[src/rtl/core/wpg_pkg.sv]
// Package for the waveform point generator: shape codes, register indexes,
// field widths, fixed-point constants and the configuration struct.
// No dependencies.
`timescale 1ns / 1ps
`default_nettype none
package wpg_pkg;

  localparam int IDX_W  = 9;
  localparam int CODE_W = 12;
  localparam int LEN_W  = 11;
  localparam int SHAPE_W = 3;
  localparam int ADDR_W = 3;
  localparam int DATA_W = 32;

  localparam int TABLE_POINTS_DEF     = 512;
  localparam int MAX_CYCLE_POINTS_DEF = 1024;

  localparam logic [SHAPE_W-1:0] SHAPE_SINE     = 3'd0;
  localparam logic [SHAPE_W-1:0] SHAPE_SQUARE   = 3'd1;
  localparam logic [SHAPE_W-1:0] SHAPE_RAMP     = 3'd2;
  localparam logic [SHAPE_W-1:0] SHAPE_TRIANGLE = 3'd3;
  localparam logic [SHAPE_W-1:0] SHAPE_DC       = 3'd4;

  // Register index, taken from paddr[2].
  localparam logic REG_SHAPE  = 1'b0;
  localparam logic REG_POINTS = 1'b1;

  localparam logic [CODE_W-1:0] MID_CODE  = 12'd2048;
  localparam logic [CODE_W-1:0] FULL_CODE = 12'd4095;
  localparam logic [15:0]       HALF_Q15  = 16'd32768;
  localparam logic [17:0]       DEN_BASE  = 18'd163840;
  localparam logic [10:0]       SINE_AMP  = 11'd2047;
  localparam logic [14:0]       ROUND_Q15 = 15'd32767;

  typedef struct packed {
    logic [SHAPE_W-1:0] shape;
    logic [LEN_W-1:0]   len;
    logic [LEN_W-1:0]   half;
  } cfg_t;

endpackage
`default_nettype wire

[src/rtl/core/wpg_cfg.sv]
// APB-style register file for shape and cycle length, with the clamped
// length and half length kept ready for the datapath. Depends on wpg_pkg.
`timescale 1ns / 1ps
`default_nettype none
module wpg_cfg #(
  parameter int MAX_CYCLE_POINTS = wpg_pkg::MAX_CYCLE_POINTS_DEF
) (
  input  wire logic                        clk,
  input  wire logic                        rst,
  input  wire logic                        psel,
  input  wire logic                        penable,
  input  wire logic                        pwrite,
  input  wire logic [wpg_pkg::ADDR_W-1:0]  paddr,
  input  wire logic [wpg_pkg::DATA_W-1:0]  pwdata,
  output logic      [wpg_pkg::DATA_W-1:0]  prdata,
  output logic                             pready,
  output wpg_pkg::cfg_t                    cfg
);
  import wpg_pkg::*;

  localparam logic [12:0] MAX_LEN = 13'(MAX_CYCLE_POINTS);

  function automatic logic [LEN_W-1:0] clamp_len(input logic [LEN_W-1:0] p);
    return ({2'b00, p} > MAX_LEN) ? LEN_W'(MAX_LEN) : p;
  endfunction

  localparam logic [LEN_W-1:0] RST_POINTS = 11'd256;

  logic [LEN_W-1:0] points;
  logic             wr;
  logic [LEN_W-1:0] new_len;

  assign pready  = 1'b1;
  assign wr      = psel && penable && pwrite;
  assign new_len = clamp_len(pwdata[LEN_W-1:0]);

  always_ff @(posedge clk) begin
    if (rst) begin
      cfg.shape <= SHAPE_SINE;
      points    <= RST_POINTS;
      cfg.len   <= clamp_len(RST_POINTS);
      cfg.half  <= clamp_len(RST_POINTS) >> 1;
    end else if (wr) begin
      unique case (paddr[2])
        REG_SHAPE:  cfg.shape <= pwdata[SHAPE_W-1:0];
        REG_POINTS: begin
          points   <= pwdata[LEN_W-1:0];
          cfg.len  <= new_len;
          cfg.half <= new_len >> 1;
        end
      endcase
    end
  end

  always_comb begin
    unique case (paddr[2])
      REG_SHAPE:  prdata = DATA_W'(cfg.shape);
      REG_POINTS: prdata = DATA_W'(points);
    endcase
  end

endmodule
`default_nettype wire

[config.mk]
export PLATFORM = sky130hd
export DESIGN_NAME = wpg_cfg
export DESIGN_NICKNAME = d
export VERILOG_FILES = /design/src/rtl/core/wpg_pkg.sv /design/src/rtl/core/wpg_cfg.sv
export SDC_FILE = /design/constraint.sdc
export NUM_CORES = 1
export LEC_CHECK = 0
export BUFFER_PORTS_ARGS = -buffer_cell sky130_fd_sc_hd__buf_2
export CORE_MARGIN = 2
export CORE_UTILIZATION = 25
export CTS_BUF_LIST = sky130_fd_sc_hd__clkbuf_16
export DETAILED_ROUTE_END_ITERATION = 7
export PLACE_DENSITY = 0.62
export SLEW_MARGIN = 20
export SYNTH_ARGS = -nofsm -noshare
export SYNTH_HDL_FRONTEND = slang
export SYNTH_SLANG_ARGS = --single-unit
[constraint.sdc]
create_clock -name clk -period 0.95 [get_ports clk]
set_input_delay 0.2375 -clock clk [delete_from_list [all_inputs] [get_ports clk]]
set_output_delay 0.2375 -clock clk [all_outputs]
set_load 0.005 [all_outputs]
; ---- Word level (Yosys, flattened, before mapping)
; Cells that the tools add are included.
; W data, S select, Z words.
[word_totals]
regBits = 35
latch_bits = 0
mem_count = 0
mem_bits_ro = 0
ramBits = 0
inputBits = 40
[op_classes]
n_shift = 0
bitwise = 1
n_reduce_logical = 4
n_div = 0
n_eq_ne = 0
magnitude_cmp = 1
n_mul = 0
add_sub_neg = 0
mux = 2
[op_table]
columns = op, count
row1 = $pmux W32 S2, 1
row2 = $gt A11 B11 Y1 const B, 1
row3 = $mux W11, 1
row4 = $reduce_and A2 Y1, 2
row5 = $logic_and A1 B1 Y1, 2
row6 = $not A1 Y1, 1

; ---- Depth between registers and ports, before layout
[logic_depth]
ltp_word = 3
mapped_depth = 5

; ---- Worst setup path before layout
; No wires, ideal clock.
[synth_path]
kind = input-to-reg
startpoint = input port pwrite
endpoint = register cfg[19] (netlist bit)
arrival_time_ns = 0.847
setup_slack_ns = -0.016
t_required_ns = 0.830
setup_ns = 0.120
n_path_buf = 0
stages = 3
cell_sequence = and4_1 and3_1 a211o_1
[synth_between]
elab_chain_cells = 2
[synth_rtl]
columns = element, line
row1 = from (decl), wpg_cfg.sv:12  ; input wire logic pwrite,
row2 = $logic_and A1 B1 Y1, wpg_cfg.sv:34  ; assign wr = psel && penable && pwrite;
row3 = $reduce_and A2 Y1 (no line), -
row4 = to (decl), wpg_cfg.sv:17  ; output wpg_pkg::cfg_t cfg
; No other way between the ends.
; A chain may end at the register's enable or synchronous reset.

; ---- Final worst setup path
[layout_path]
startpoint = register cfg[22] (netlist bit)
endpoint = output port prdata[0] (netlist bit)
[layout_between]
elab_chain_cells = 1
[layout_rtl]
columns = element, line
row1 = $pmux W32 S2, wpg_cfg.sv:56  ; unique case (paddr[2])
row2 = to (decl), wpg_cfg.sv:15  ; output logic [wpg_pkg::DATA_W-1:0] prdata,
; No other way between the ends. The select of a mux whose other input is x is not followed.

==> results.cfg <==
[setup_path]
start_kind = flop
cp.arrival_ns = 0.96
r2r_slack_ns = 0.12
r2r_start = cfg[22]$_SDFFE_PP0P_
reg2regPathDepth = 4
rr_endpoint = cfg[22]$_SDFFE_PP0P_
path_class = reg2out
worst-path-max-fanout = 2
crit_required_ns = 0.71
cp-end-kind = output pin

[synth]
synth_seq_area_share = 0.391
netlist-cell-type-count = 22
netlist.area_leader.share = 0.391
ys_ff_latch = 25
yosys_warnings = 0
syn_inst = 151
yosys.area.top_type = dfxtp_1
syn_avg_cell_area_um2 = 8.48
synth.top_cells.by_area = dfxtp_1, buf_4, nand2_1
syn_area_um2 = 1280

[sta]
hold_viol = 0
tns_ns = -2.16
rsz0062_at_grt = true
setup_viol = 21
period_needed_ns = 1.20
period_share = 1.26
slew_viol_final = 0
setup_ws_ns = -0.249
clock.fmax_mhz = 834
finalClockSkew_ns = 0

[clock_network]
cts_buffers = 3
clkTransAtPathRegs_ns = 0.06
htreeDepth = 1
cts_max_path_buffers = 2
ctsRootBufferMaster = clkbuf_16
cts_tree = built
insertion_delay_ns = 0.25
cts_sinks = 25
hold_buffers = 0

[grt]
grt_usage = 0.0955
grt_overflow = 0
top_usage_layer = met2
use_met2 = 0.158
use_met3 = 0.0238
grtUsageMet1 = 0.118
antenna_found_initial = 0
grt_max_degree = 16
grt_pass1_vias = 880
grt_pass1_wl_um = 4060

[hold_path]
hold_path.class = in2reg
holdPathStages = 3
hp-start = pwdata[8]
whs_endpoint = points[8]$_SDFFE_PP1P_

[placement]
gp_congestion = 0.682
pre_cts_ws_ns = -0.257
io_buffers = 51
place_hpwl_um = 2120
place_area_um2 = 1480

[run]
drv_cap = 0

[power]
vdd_drop_max_v = 0.000624
power_mw = 2.26
leakage_nw = 0.820
p_per_area_nw_per_um2 = 1280

[routing]
drt_iter0_drc = 21
vias_per_cell = 3.93
routedWlPerCell_um = 10.4
finalWirelength_um = 2840
firstDrtPassIters = 4
drcViolationCount = 0
vias = 1072
final_antenna_net_count = 0

[floorplan]
die-width_um = 75.6
core_um2 = 5010
dieArea_um2 = 5710
die_y_um = 75.6
std_cell_rows = 26
start_util = 0.255
io_pins = 98

[outcome]
outcome = finished with violations
failed_checks = negative setup slack

[final_layout]
antenna_cells = 0
drive_gt1_frac = 0.502
synthToLayoutAreaGrowth_pct = 37.9
design_area_um2 = 1770
final_nets = 244
[through the flow]
stage,utilization,hold slack (ns),instances
after floorplan,-,0.361,172
after detailed placement,0.295,0.445,262
final,0.352,0.208,273
after global routing,0.352,0.214,273
after global placement,0.295,0.441,262
after CTS,0.329,0.207,269
[area by class of cell]
type	instances	area, µm²
fillers	563	3240
multi-input cells	105	571
flip-flops and latches	25	527
repair buffers	68	494
well taps	70	87.6
clock buffers	3	75.1
clock inverters	1	7.51
inverters	1	3.75
[how the worst max path moves through the flow]
stage	from	end	slack, ns	cells past startpoint
floorplan	paddr[2]	cfg[19]$_SDFFE_PP1P_	-0.001	3
global placement	paddr[2]	cfg[16]$_SDFFE_PP0P_	-0.26	5
detailed placement	paddr[2]	cfg[16]$_SDFFE_PP0P_	-0.26	5
CTS	cfg[24]$_SDFFE_PP0P_	prdata[2]	-0.25	2
global route	cfg[22]$_SDFFE_PP0P_	prdata[0]	-0.28	2
finish	cfg[22]$_SDFFE_PP0P_	prdata[0]	-0.25	2
[registers in the layout (all words and copies together) (netlist names)]
name    cells
points     11
cfg        14
[cells in the mapped netlist (all sizes together)]
cell	count
nand3b	1
conb	2
clkbuf	2
nor2	5
a32o	2
mux2	3
a211o	1
mux2i	3
and3	1
and4	1
a21oi	18
dfxtp	25
and2	8
clkinv	1
nand4b	1
nand2	30
nand3	7
nand4	1
buf	39
[layout by cell type (no fill, tap or decap), drive strengths merged]
cell type,count
dfxtp,25
a32o,2
and4,1
a21oi,18
nand4,1
conb,23
mux2,3
a211o,1
nor2,5
clkinv,1
mux2i,3
nand3,7
nand2,30
nand3b,1
clkbuf,3
and2,8
clkinvlp,1
and3,1
nand4b,1
buf,68
[critical path: stages, from the launching register on]
cell and delay [ns]:
dfxtp_2 0.32, mux2_4 0.27, buf_6 0.12
[timing repair]
action / in CTS / in global routing
gates resized for setup: 25 / 17
buffers inserted: 3 / 3
gates cloned: 0 / 1
pin swaps: 0 / 1
endpoints found under the setup margin: 34 / 49
[logic make-up after synthesis]
| kind of cell | share of synthesized area |
|---|---|
| muxes | 0.0499 |
| AOI/OAI and AO/OA | 0.119 |
| other | 0.00587 |
| DFF | 0.391 |
| buffers and inverters | 0.236 |
| and+or+nand+nor | 0.198 |
[power breakdown]
group	switching [mW]	total [mW]	internal (mW)
clock	0.368	0.938	0.571
combinational	0.130	0.241	0.111
sequential	0.0117	1.08	1.07
[layer usage]
metal | routed length, µm | vias to the layer above | part of all wire
met5 | 0 | - | 0
met4 | 0 | 0 | 0
met3 | 182 | 0 | 0.064
met2 | 1430 | 36 | 0.50
met1 | 1230 | 495 | 0.43
li1 | - | 541 | -
No activity file was read; power rests on OpenSTA's default activity.
