===== src/rtl/core/wpg_pdiv.sv =====
// Pipelined restoring divider, one quotient bit per register stage, with a
// sideband word that travels alongside. Depends on nothing but its parameters.
`timescale 1ns / 1ps
`default_nettype none
module wpg_pdiv #(
  parameter int NW = 16,
  parameter int DW = 16,
  parameter int QW = 16,
  parameter int SW = 1
) (
  input  wire logic          clk,
  input  wire logic          rst,
  input  wire logic          en,
  input  wire logic          in_valid,
  input  wire logic [NW-1:0] num,
  input  wire logic [DW-1:0] den,
  input  wire logic [SW-1:0] sb_in,
  output logic               out_valid,
  output logic      [QW-1:0] quo,
  output logic      [NW-1:0] rem,
  output logic      [SW-1:0] sb_out
);
  localparam int CW = NW + DW + QW;

  // The numerator must stay below den << QW for the quotient to fit.
  logic          vld   [0:QW];
  logic [NW-1:0] rem_s [0:QW];
  logic [QW-1:0] quo_s [0:QW];
  logic [SW-1:0] sb_s  [0:QW];
  logic [DW-1:0] den_s [0:QW-1];

  assign vld[0]   = in_valid;
  assign rem_s[0] = num;
  assign quo_s[0] = '0;
  assign sb_s[0]  = sb_in;
  assign den_s[0] = den;

  for (genvar k = 0; k < QW; k++) begin : g_stage
    localparam int B = QW - 1 - k;
    logic [CW-1:0] dsh;
    logic          take;
    assign dsh  = CW'(den_s[k]) << B;
    assign take = CW'(rem_s[k]) >= dsh;

    always_ff @(posedge clk) begin
      if (rst) begin
        vld[k+1] <= 1'b0;
      end else if (en) begin
        vld[k+1] <= vld[k];
      end
    end

    always_ff @(posedge clk) begin
      if (en) begin
        rem_s[k+1] <= take ? NW'(CW'(rem_s[k]) - dsh) : rem_s[k];
        quo_s[k+1] <= take ? (quo_s[k] | (QW'(1) << B)) : quo_s[k];
        sb_s[k+1]  <= sb_s[k];
      end
    end

    if (k < QW - 1) begin : g_den
      always_ff @(posedge clk) begin
        if (en) begin
          den_s[k+1] <= den_s[k];
        end
      end
    end
  end

  assign out_valid = vld[QW];
  assign quo       = quo_s[QW];
  assign rem       = rem_s[QW];
  assign sb_out    = sb_s[QW];

endmodule
`default_nettype wire


===== config.mk =====
export PLATFORM = sky130hd
export DESIGN_NAME = wpg_pdiv
export DESIGN_NICKNAME = d
export VERILOG_FILES = /design/src/rtl/core/wpg_pdiv.sv
export SDC_FILE = /design/constraint.sdc
export NUM_CORES = 1
export LEC_CHECK = 0
export ABC_AREA = 1
export BUFFER_PORTS_ARGS = -buffer_cell sky130_fd_sc_hd__clkbuf_2
export CELL_PAD_IN_SITES_DETAIL_PLACEMENT = 0
export CELL_PAD_IN_SITES_GLOBAL_PLACEMENT = 1
export CORE_AREA = 3 3 421 257
export DETAILED_ROUTE_END_ITERATION = 10
export DIE_AREA = 0 0 424 260
export GPL_TIMING_DRIVEN = 0
export PLACE_DENSITY = 0.6
export RECOVER_POWER = 25
export SETUP_SLACK_MARGIN = 0.1
export SYNTH_ARGS = -nofsm -noshare
export SYNTH_HDL_FRONTEND = slang
export SYNTH_SLANG_ARGS = --single-unit

===== constraint.sdc =====
create_clock -name clk -period 2.45 [get_ports clk]
set_input_delay 0.1225 -clock clk [delete_from_list [all_inputs] [get_ports clk]]
set_output_delay 0.1225 -clock clk [all_outputs]
set_load 0.1 [all_outputs]

After elaboration in Yosys (flattened, before gate mapping):

Cells that the tools add are included.

* register bits: 784
* input port bits: 37
* output and inout port bits: 34
* logic and storage cells: 143

* add/sub/neg operators: 16
* magnitude comparators: 16
* muxes and demuxes: 17

Operators by type and width (count)
* 16-bit 2-to-1 mux: 17
* 16-bit subtractor: 16
* 16-bit by 31-bit >= comparator with 1-bit output: 1
* 16-bit by 30-bit >= comparator with 1-bit output: 1
* 16-bit by 29-bit >= comparator with 1-bit output: 1
* 16-bit by 28-bit >= comparator with 1-bit output: 1
* 16-bit by 27-bit >= comparator with 1-bit output: 1
* 16-bit by 26-bit >= comparator with 1-bit output: 1
* 16-bit by 25-bit >= comparator with 1-bit output: 1
* 16-bit by 24-bit >= comparator with 1-bit output: 1
* 16-bit by 23-bit >= comparator with 1-bit output: 1
* 16-bit by 22-bit >= comparator with 1-bit output: 1
* 16-bit by 21-bit >= comparator with 1-bit output: 1
* 16-bit by 20-bit >= comparator with 1-bit output: 1
* 16-bit by 19-bit >= comparator with 1-bit output: 1
* 16-bit by 18-bit >= comparator with 1-bit output: 1
* 16-bit by 17-bit >= comparator with 1-bit output: 1
* 16-bit >= comparator: 1

Logic depth before layout (Yosys ltp):

* depth after elaboration: 2
* gate-level depth with buffers: 14
* mapped depth without buffers: 13

Worst setup path before layout:

Ideal clock, no wire load.

* kind: reg2reg
* start point: register rem_s[50] in the netlist's numbering
* end point: register rem_s[35] in the netlist's numbering (data pin)
* setup time: 0.253 ns
* arrival time: 1.863 ns
* required time: 2.197 ns
* path slack: 0.334 ns
* stages on the path, launching flop included: 14
* buffers on the path: 1
* period minus slack after synthesis: 2.116 ns
* path through: edfxtp_1 > inv_1 > ha_1 > inv_1 > fa_1 > nand3_1 > nand3_1 > nand2_1 > nand2_1 > nand2_4 > nand3_4 > buf_8 > nand2_1 > o21ai_2

* cells in the longest elaborated chain, start to end: 2
* elaborated cells between the ends (all ways): 3
* classes of those cells: 1 x add/sub; 1 x order compare; 1 x mux

RTL lines
* start, declared: line 27 `logic [NW-1:0] rem_s [0:QW];`
* start signal, assigned by index: line 55 `rem_s[k+1] <= take ? NW'(CW'(rem_s[k]) - dsh) : rem_s[k];`
* 16-bit subtractor or 16-bit by 18-bit >= comparator with 1-bit output (tied branches): line 55, 43
* 16-bit 2-to-1 mux *: line 55

Every way passes the cells marked *; elsewhere a longest branch is shown, timed or not.
A chain may end at the register's enable or synchronous reset.

Final worst setup path:

* start point: register rem_s[67] in the netlist's numbering
* end point: register rem_s[61] in the netlist's numbering (data pin)

* cells in the longest elaborated chain, start to end: 2
* elaborated cells between the ends (all ways): 3
* classes of those cells: 1 x add/sub; 1 x order compare; 1 x mux

RTL lines (line)
* 16-bit subtractor or 16-bit by 19-bit >= comparator with 1-bit output (tied branches): 55, 43
* 16-bit 2-to-1 mux *: 55

Marks and branches as above.

==> impl_metrics.py <==
metrics = {
    "run_status": {
        "status": "finished, final reports clean",
    },
    "synth": {
        "synth_warnings": 0,
        "async_flop_share_pct": 0,
        "synth_edf_count": 648,
        "ys_types": 46,
        "ys_ff_latch": 664,
        "synthesis.nets": 3080,
        "synth_ff_type": "edfxtp_1",
        "syn_inst": 2892,
        "yosysSeqAreaShare_pct": 63.22,
        "synth.cell_area_um2": 31290,
        "syn_avg_cell_area_um2": 10.82,
    },
    "place": {
        "hpwl_um": 52880,
        "place_area_um2": 33570,
        "dpl_worst_slack_ns": -0.3804,
        "dp_cells": 4377,
        "gp_congestion": 0.8496,
        "portBuffers": 69,
    },
    "die": {
        "core.rowCount": 92,
        "initial_core_util_pct": 29.93,
        "dieWidth_um": 424,
        "dieHeight_um": 260,
        "coreArea_um2": 104500,
        "die_area_um2": 110200,
        "ios": 71,
    },
    "setup_path": {
        "max_stage_delay_ns": 0.45,
        "worstPathRequired_ns": 2.86,
        "path_max_fanout": 6,
        "cp_cell_sequence": "inv_1 > ha_2 > inv_2 > fa_2 > nand3_2 > nand3_4 > nand2_4 > nand2_4 > nand3_4 > nand3_4 > buf_16 > nand2_1 > nand2_1",
        "worstSetupStartpointType": "flip-flop",
        "cpMaxStageDelayCell": "edfxtp_1",
        "crit_path_frequent_cell": "nand3_4",
        "end_kind": "flip-flop",
        "path_class": "flip-flop to flip-flop",
        "cp.arrival_ns": 2.74,
    },
    "timing": {
        "max_clock_freq_mhz": 428.5,
        "fin_ws_ns": 0.1161,
        "clock_skew_ns": 0.02909,
        "drv_slew": 0,
        "hold_viol": 0,
        "rsz0062_at_grt": "true",
        "maxSlewHeadroom_pct": 44.57,
        "tightestPinTransition_ns": 0.8240,
        "fin_crit_sh_pct": 95.26,
        "finalSetupTns_ns": 0,
        "setup_violations": 0,
        "period_minus_slack_ns": 2.334,
    },
    "cells_and_area": {
        "drive_gt1_share_pct": 12.70,
        "postLayoutCellArea_um2": 37140,
        "layout_common_cells": "nand2_1, edfxtp_1, inv_1",
        "fin_cells": 4584,
        "postLayoutCoreUtil_pct": 35.53,
        "nNetsFinal": 3305,
        "syn_to_final_growth_pct": 18.69,
        "layout_commonest_cell": "nand2_1",
    },
    "clock_tree": {
        "clockBufferDepth": 3,
        "clk_pin_slew_ns": 0.07,
        "cts.sinks": 664,
        "cts_tree": "done",
        "worstSkewPairLatency_ns": 0.66,
        "htree_levels": 3,
        "cts_buffers": 70,
        "cts_root_buffer": "clkbuf_16",
    },
    "global_routing": {
        "antenna_found_initial": 1,
        "grt_pass1_vias": 18290,
        "grt_use_total_pct": 13.12,
        "grt_max_degree": 120,
        "grt-ovfl-total": 0,
        "grt_pass1_wl_um": 111900,
    },
    "power_and_ir_drop": {
        "p_per_area_nw_per_um2": 776.8,
        "p_switching_mw": 7.769,
        "internal_power_mw": 21.08,
        "vdd_drop_max_v": 0.0004241,
        "p_clk_share_pct": 38.8,
        "seqPwrFrac_pct": 47.7,
        "combPwrFrac_pct": 13.5,
        "swShare_pct": 26.93,
        "leakage_nw": 15.71,
    },
    "route": {
        "remaining_drc_errors": 0,
        "wl_um": 72150,
        "dr_total_vias": 19908,
        "wire_per_inst_um": 15.74,
        "via_per_inst": 4.343,
        "ant_nets": 0,
        "drt_iter0_drc": 1733,
        "drt_pre_antenna_iters": 5,
    },
    "hold_path": {
        "hold_class": "input port to flip-flop",
    },
    "flow_run": {
        "maxCapViolations": 0,
    },
}
## stage by stage
step,hold slack [ns],power [mW]
floorplan,0.2214,16.45
global placement,0.3016,17.90
global route,0.1091,30.30
finish,0.08005,28.85
CTS,0.07248,29.15
detailed placement,0.3089,17.64
## synth_stat cells (all sizes together), types with 11 or more instances
| library cell | count | area (µm²) |
|---|---|---|
| buf | 51 | 410.4 |
| nand2 | 786 | 2998 |
| dfxtp | 16 | 320.3 |
| or2 | 11 | 68.81 |
| nand3 | 170 | 978.4 |
| xor2 | 50 | 437.9 |
| nand3b | 13 | 105.1 |
| nor3 | 21 | 105.1 |
| edfxtp | 648 | 19460 |
| nor2 | 234 | 940.9 |
| o21ai | 53 | 317.8 |
| fa | 15 | 300.3 |
| a21oi | 76 | 402.9 |
| inv | 453 | 1700 |
| ha | 136 | 1702 |
| xnor2 | 17 | 148.9 |
| nand4 | 103 | 644.4 |
## kinds of logic (layout without fill, tap and decap cells)
logic type	count (synthesis)	in the layout	synth area share [%]
simple gates	1354	1356	19.00
buf+inv	512	791	6.842
flops	664	664	63.22
compound gates	144	144	2.667
xor+xnor	67	67	1.876
fa+ha+maj	151	151	6.398
other cells	0	1	0
## power by group through the flow
stage / logic [mW] / registers [mW] / clock network (mW)
after global routing: 4.36 / 13.8 / 12.1
final: 3.90 / 13.7 / 11.2
after detailed placement: 3.65 / 14.0 / 0
after floorplan: 2.67 / 13.8 / 0
after CTS: 3.76 / 13.8 / 11.6
after global placement: 3.61 / 14.3 / 0
## what timing repair did
item | in CTS | in global routing
resized for setup | 39 | 84
endpoints found under the setup margin | 83 | 125
setup buffers | 14 | 23
hold buffers | 35 | 0
pin swaps | 5 | 16
gates cloned | 2 | 4
hold endpoints to repair | 40 | 0
## final timing paths
| check | startpoint | to | slack, ns | depth (start not counted) |
|---|---|---|---|---|
| worst max register to register | rem_s[67] | rem_s[61] | 0.12 | 13 |
| worst min register to register | quo_s[34] | quo_s[18] | 0.41 | 0 |
| worst min-delay path | en | rem[11] | 0.08 | 1 |
| worst max-delay path | rem_s[67] | rem_s[61] | 0.12 | 13 |
## registers in the layout, indices dropped and copies added, names as in the netlist
signal,cells
rem,16
out_valid,1
sb_s,15
quo_s,120
rem_s,240
den_s,240
quo,16
sb_out,1
vld,15
## area by class of cell
type	instances	area [µm²]
fillers	10504	67380
multi-input cells	1718	9757
inverters	453	1700
repair buffers	151	1225
clock buffers	84	1848
diodes	1	2.502
clock inverters	44	565.5
plain buffers	59	494.2
flip-flops and latches	664	19780
well taps	1410	1764
## worst max-delay path, delay by kind of cell (launching register included)
family / cells / cell delay (ns)
simple gates: 8 / 0.72
fa+ha+maj: 2 / 0.56
flops: 1 / 0.45
buf+inv: 3 / 0.35
## metal layers
| layer | vias to the layer above | GRT usage, % | part of all wire [%] |
|---|---|---|---|
| li1 | 10132 | - | - |
| met1 | 9282 | 23.62 | 61 |
| met2 | 419 | 14.23 | 32 |
| met3 | 75 | 2.816 | 5.7 |
| met4 | 0 | 3.374 | 1.8 |
| met5 | - | 0 | 0 |
Power figures use the tool's default switching activity.
